## src/rtl/core/mbx_pkg.sv

```systemverilog
// Shared types and constants for the per-port message mailbox.
// Used by the slot cells, the top level and the port checker; depends on nothing.

package mbx_pkg;

   localparam int KEY_W     = 32;
   localparam int PAYLOAD_W = 64;
   localparam int STATUS_W  = 3;
   // Widths sized for the largest supported table (256 slots of 256 words).
   localparam int SLOT_W    = 8;
   localparam int FILL_W    = 9;
   localparam int BASE_W    = 16;

   typedef enum logic [STATUS_W-1:0] {
      ST_STORED     = 3'd0,
      ST_DELIVERED  = 3'd1,
      ST_EMPTY      = 3'd2,
      ST_UNKNOWN    = 3'd3,
      ST_PORT_FULL  = 3'd4,
      ST_TABLE_FULL = 3'd5
   } status_type;

   // Search token that walks the chain of slot cells, one cell per cycle.
   typedef struct packed {
      logic              active;
      logic              found;
      logic [SLOT_W-1:0] slot;
      logic [FILL_W-1:0] fill;
      logic [BASE_W-1:0] base;
   } token_type;

   // Update broadcast from the top level to the slot cells.
   typedef struct packed {
      logic              en;
      logic              claim;
      logic [SLOT_W-1:0] slot;
      logic [KEY_W-1:0]  key;
      logic [FILL_W-1:0] fill;
   } cell_update_type;

endpackage

```

## src/rtl/core/mbx_cell.sv

```systemverilog
// One slot of the port table: key, claimed flag and stack fill count.
// Depends on mbx_pkg; passes the registered search token to the next cell.

module mbx_cell #(
   parameter int INDEX        = 0,
   parameter int MAX_PER_PORT = 32
) (
   input  logic                     clock,
   input  logic                     reset,
   input  logic [mbx_pkg::KEY_W-1:0] cmd_key,
   input  mbx_pkg::token_type       tok_in,
   input  mbx_pkg::cell_update_type upd,
   output mbx_pkg::token_type       tok_out
);

   localparam int CW   = $clog2(MAX_PER_PORT + 1);
   localparam int BASE = INDEX * MAX_PER_PORT;

   logic                      used_ff;
   logic                      used_in;
   logic [mbx_pkg::KEY_W-1:0] key_ff;
   logic [mbx_pkg::KEY_W-1:0] key_in;
   logic [CW-1:0]             fill_ff;
   logic [CW-1:0]             fill_in;
   mbx_pkg::token_type        tok_ff;
   mbx_pkg::token_type        tok_in_next;
   logic                      sel;

   assign sel = upd.en && (upd.slot == mbx_pkg::SLOT_W'(INDEX));

   always_comb begin
      used_in     = used_ff;
      key_in      = key_ff;
      fill_in     = fill_ff;
      tok_in_next = tok_in;
      if (sel) begin
         if (upd.claim) begin
            used_in = 1'b1;
            key_in  = upd.key;
         end
         fill_in = upd.fill[CW-1:0];
      end
      // The first claimed slot whose key matches takes the token.
      if (tok_in.active && !tok_in.found && used_ff && (key_ff == cmd_key)) begin
         tok_in_next.found = 1'b1;
         tok_in_next.slot  = mbx_pkg::SLOT_W'(INDEX);
         tok_in_next.fill  = mbx_pkg::FILL_W'(fill_ff);
         tok_in_next.base  = mbx_pkg::BASE_W'(BASE);
      end
   end

   always_ff @(posedge clock) begin
      if (reset) begin
         used_ff        <= 1'b0;
         fill_ff        <= '0;
         tok_ff.active  <= 1'b0;
      end else begin
         used_ff <= used_in;
         fill_ff <= fill_in;
         tok_ff  <= tok_in_next;
      end
      key_ff <= key_in;
   end

   assign tok_out = tok_ff;

endmodule

```

## config.mk

```make
export PLATFORM = sky130hd
export DESIGN_NAME = mbx_cell
export DESIGN_NICKNAME = d
export VERILOG_FILES = /design/src/rtl/core/mbx_pkg.sv /design/src/rtl/core/mbx_cell.sv
export SDC_FILE = /design/constraint.sdc
export NUM_CORES = 1
export LEC_CHECK = 0
export ABC_AREA = 1
export ABC_CLOCK_PERIOD_IN_PS = 3550
export BUFFER_PORTS_ARGS = -buffer_cell sky130_fd_sc_hd__buf_2
export CORE_ASPECT_RATIO = 1.25
export CORE_MARGIN = 1
export CORE_UTILIZATION = 46
export CTS_CLUSTER_SIZE = 14
export DETAILED_ROUTE_END_ITERATION = 10
export HOLD_SLACK_MARGIN = 0.03
export PLACE_DENSITY_LB_ADDON = 0.12
export RECOVER_POWER = 25
export REMOVE_ABC_BUFFERS = 1
export SLEW_MARGIN = 10
export SYNTH_ARGS = -nofsm -noshare
export SYNTH_HDL_FRONTEND = slang
export SYNTH_SLANG_ARGS = --single-unit
```

## constraint.sdc

```tcl
create_clock -name clock -period 3.55 [get_ports clock]
set_input_delay 0.5325 -clock clock [delete_from_list [all_inputs] [get_ports clock]]
set_output_delay 0.5325 -clock clock [all_outputs]
set_load 0.05 [all_outputs]
```

# ---- Word level (Yosys, flattened, before mapping)
# Index checks and enable logic that the tools add are counted.
# Widths: inputs -> output; s select.
dict set report op_classes {
  n_reduce_logical 7
  n_eq_ne 1
  n_mux 1
}
# operator n
set ops {}
lappend ops {{$eq 32x32->1} 1}
lappend ops {{$mux 22} 1}
lappend ops {{$logic_not 8->1} 1}
lappend ops {{$logic_and 1x1->1} 4}
lappend ops {{$reduce_and 2->1} 1}
lappend ops {{$logic_not 1->1} 1}
dict set report totals {
  register_bits 74
  elab_cells 18
}

# ---- Logic depth before layout (Yosys ltp)
dict set report depth {
  ltp_word 5
  depth_mapped 12
  depth_no_buf 11
}

# ---- Least setup slack after synthesis
# No wires, ideal clock.
dict set report synth_timing {
  path_kind {input port to flip-flop}
  start {in upd[44] in the netlist's numbering}
  end {reg key_ff[0] in the netlist's numbering, enable pin}
  setup_time_ns 0.423
  t_required_ns 3.127
  setup_slack_ns 0.854
  stages 4
  arrival_time_ns 2.274
  path_cell_list {nor2_1 and3_1 nand2_1 nor2_1}
}
dict set report synth_between {
  elab_chain_len 3
}
# item line
set synth_rtl {}
lappend synth_rtl {{from (decl)} mbx_cell.sv:12} ;# input mbx_pkg::cell_update_type upd,
lappend synth_rtl {{$logic_not 8->1} mbx_cell.sv:29} ;# assign sel = upd.en && (upd.slot == mbx_pkg::SLOT_W'(INDEX));
lappend synth_rtl {{$logic_and 1x1->1} mbx_cell.sv:29}
lappend synth_rtl {{$reduce_and 2->1 (no line)} n/a}
lappend synth_rtl {{to (signal assigned)} mbx_cell.sv:62} ;# key_ff <= key_in;
lappend synth_rtl {{to (decl)} mbx_cell.sv:21} ;# logic [mbx_pkg::KEY_W-1:0] key_ff;
# No other way between the ends.
# A chain may end at the register's enable or synchronous reset.

# ---- Worst setup path in the final report
dict set report layout_timing {
  start {in upd[44] in the netlist's numbering}
  end {reg key_ff[4] in the netlist's numbering, enable pin}
}
# The elaborated chain is that of the path after synthesis.

==> impl_metrics.tcl <==
set metrics [dict create \
    outcome "completed" \
    worstReg2RegStart "key_ff[25]" \
    layout.cell_area.non_filler_mm2 0.00433 \
    r2r_slack_ps 1760 \
    yosys.area_share.xor_xnor_pct 3.23 \
    leakage_power_nw 2.14 \
    crit_path_end_kind "register" \
    worstRegToRegCells 8 \
    wl_met1_mm 2.36 \
    finalWorstPathRequiredPeriod_ps 1840 \
    synth_warnings 0 \
    via_count 2495 \
    antennaDiodeCount 0 \
    grt.total_usage_pct 17.6 \
    numCtsBuffers 9 \
    cts_buffer_depth 2 \
    synth.area.mux_share_pct 0 \
    max_slew.worst_pin.slew_ps 910 \
    first_global_vias 2455 \
    synth.top_cells.by_area "sky130_fd_sc_hd__edfxtp_1 (61%), sky130_fd_sc_hd__nand2_1 (9.2%), sky130_fd_sc_hd__inv_1 (8.1%)" \
    drt_drc_violations_left 0 \
    detail_route.first_pass.iterations 4 \
    rsz0062_at_grt "no" \
    synth_compound_gate_area_share_pct 2.00 \
    drt-wirelength-per-cell_um 10.8 \
    tritoncts "built" \
    start_util_pct 48.6 \
    post_synth_instance_area_mm2 0.00325 \
    timing.max_cap.violations 0 \
    grt_antenna_before_repair 0 \
    final_max_slew_viol_count 0 \
    ir_drop_mv 0.303 \
    cts-htree-levels 3 \
    timing.hold.worst_endpoint "key_ff[11]" \
    area_share_of_the_leading_cell_type_in_the_synthesized_netlist_pct 61.0 \
    topRoutingLayerUsed "met4" \
    met3_wirelength_um 698 \
    critical_path.max_fanout 33 \
    worst_ep_required_time_ps 3510 \
    met2RoutedLength_mm 2.96 \
    worst_skew_pair.late_latency_ps 340 \
    overflow 0 \
    skew_ps 9.74 \
    post-cts-setup-buffer-count 0 \
    synthesis.area_per_instance_um2 10.2 \
    power_density_mw_per_mm2 466 \
    grt_max_degree 34 \
    fp.dieArea_mm2 0.00741 \
    routabilityCongestion 0.710 \
    io_buffers 151 \
    ys_ff_latch 74 \
    post_synth_and_or_nand_nor_area_fraction_pct 19.4 \
    ys_types 22 \
    holdPathStages 1 \
    setup_total_negative_slack_ps 0 \
    post-dp-hpwl_mm 4.72 \
    synthAdderAreaFrac_pct 0 \
    worst_path_arrival_time_ps 1800 \
    cts-hold-fix-buffers 0 \
    dieHeight_um 96.0 \
    die_width_um 77.2 \
    pin_count 155 \
    cell_type_with_the_largest_total_area_after_synthesis "sky130_fd_sc_hd__edfxtp_1" \
    synth_top_family_by_area "simple AND/OR/NAND/NOR gates" \
    synthesis.instances 319 \
    first_pass_grt_wire_length_mm 9.72 \
    clk_pin_slew_ps 80 \
    core_region_area_mm2 0.00669 \
    worst_hold_path_class "input pin to register" \
    timing.hold.worst.start "upd[20]" \
    placement.cell_area_mm2 0.00410 \
    ant_nets 0 \
    rows 33 \
    regToRegEndpoint "tok_out[8]" \
    setup_viol 0 \
    slew_headroom_pct 39.2 \
    post_route_cells_drive_above_1_share_pct 37.5 \
    synth.yosys.seq_area_share_pct 65.9 \
    drt_iter0_drc 58 \
    clockRootBuffer "sky130_fd_sc_hd__clkbuf_8" \
    tritoncts_num_sinks 74 \
    n_fill_cell 587 \
    finalHoldViolations 0 \
    kind_of_launch_point_of_the_worst_setup_path "input pin" \
    design.final.nets 600 \
    finalWirelength_mm 6.18 \
    path_class "input pin to register" \
    cts_resized 0 \
    register_area_mm2 0.00214 \
    post-route-period-util_pct 51.8 \
    routed_via_density 4.36 \
    fmaxAchievable_mhz 544 \
    area_delta_synth_final_pct 33.2 \
    multiInputGateArea_um2 808 \
]
sequential cells by signal, summed over array words and instances (netlist names):
name and flops:
tok_out 35, used_ff 1, fill_ff 6, key_ff 32
routing by layer:
layer,vias up,GRT usage [%]
met2,108,31.5
met3,14,8.25
met4,0,10.1
li1,1309,-
met5,-,0
met1,1064,16.5
per-stage QoR:
stage | setup slack [ps] | utilization [%] | hold slack, ps | total power [mW] | instances
final | 1710 | 64.7 | 360 | 2.02 | 572
after global routing | 1540 | 64.7 | 334 | 2.09 | 572
after CTS | 1670 | 64.7 | 342 | 2.04 | 572
after detailed placement | 1300 | 61.3 | 465 | 1.28 | 556
after global placement | 1310 | 61.3 | 451 | 1.27 | 556
after floorplan | 854 | - | 441 | 1.17 | 317
cell usage in the layout (no fill, tap or decap):
cell type / count
sky130_fd_sc_hd__buf_2: 149
sky130_fd_sc_hd__nand2_1: 80
sky130_fd_sc_hd__inv_1: 70
sky130_fd_sc_hd__edfxtp_1: 66
sky130_fd_sc_hd__nor2_1: 43
sky130_fd_sc_hd__nor2_2: 11
sky130_fd_sc_hd__xnor2_1: 10
sky130_fd_sc_hd__o21ai_0: 9
sky130_fd_sc_hd__clkbuf_8: 9
sky130_fd_sc_hd__dfxtp_1: 8
sky130_fd_sc_hd__nand4_1: 6
sky130_fd_sc_hd__nor2_4: 3
sky130_fd_sc_hd__clkinv_2: 3
sky130_fd_sc_hd__bufinv_16: 3
sky130_fd_sc_hd__clkbuf_1: 3
sky130_fd_sc_hd__xor2_1: 2
sky130_fd_sc_hd__inv_2: 1
sky130_fd_sc_hd__nand3_1: 1
sky130_fd_sc_hd__o211ai_1: 1
sky130_fd_sc_hd__o21ai_1: 1
sky130_fd_sc_hd__nand3_4: 1
sky130_fd_sc_hd__inv_6: 1
sky130_fd_sc_hd__and3_1: 1
sky130_fd_sc_hd__nor3b_1: 1
sky130_fd_sc_hd__o21a_1: 1
sky130_fd_sc_hd__buf_4: 1
power breakdown:
part           internal (mW)  switching, mW  total, mW
Clock                  0.464          0.299      0.763
Sequential             0.982        0.00689      0.989
Combinational         0.0880          0.178      0.266
Total                   1.53          0.484       2.02
worst max-delay path, cell delays in order:
cell and delay [ps]:
sky130_fd_sc_hd__buf_2 90, sky130_fd_sc_hd__nor2_1 80, sky130_fd_sc_hd__and3_1 150, sky130_fd_sc_hd__nand2_1 180, sky130_fd_sc_hd__nor2_4 750
kinds of logic after synthesis:
kind of cell | after synthesis
buffers and inverters | 74
AOI/OAI and AO/OA | 12
and+or+nand+nor | 147
DFF | 74
xor gates and xnor gates | 12
layout make-up:
class | count | area share [%]
flip-flops and latches | 74 | 49.5
clock buffers | 10 | 2.95
repair buffers | 152 | 17.6
clock inverters | 6 | 2.43
inverters | 72 | 6.36
multi-input cells | 171 | 18.7
well taps | 87 | 2.52
how the worst max path moves through the flow:
stage / start / to / cells after the start
2_1_floorplan: upd[44] / key_ff[0] / 4
3_3_place_gp: upd[48] / key_ff[22] / 4
3_5_place_dp: upd[44] / key_ff[13] / 5
4_1_cts: upd[44] / key_ff[22] / 5
5_1_grt: upd[44] / key_ff[8] / 5
6_report: upd[44] / key_ff[4] / 5
cells in the mapped netlist, drive strengths merged:
master and instances:
nand2 80, and3 1, xnor2 10, o21a 1
o211ai 1, dfxtp 8, edfxtp 66, nor3b 1
nor2 57, buf 2, nand4 6, nand3 2
o21ai 10, inv 72, xor2 2
(Power assumes the default switching activity.)
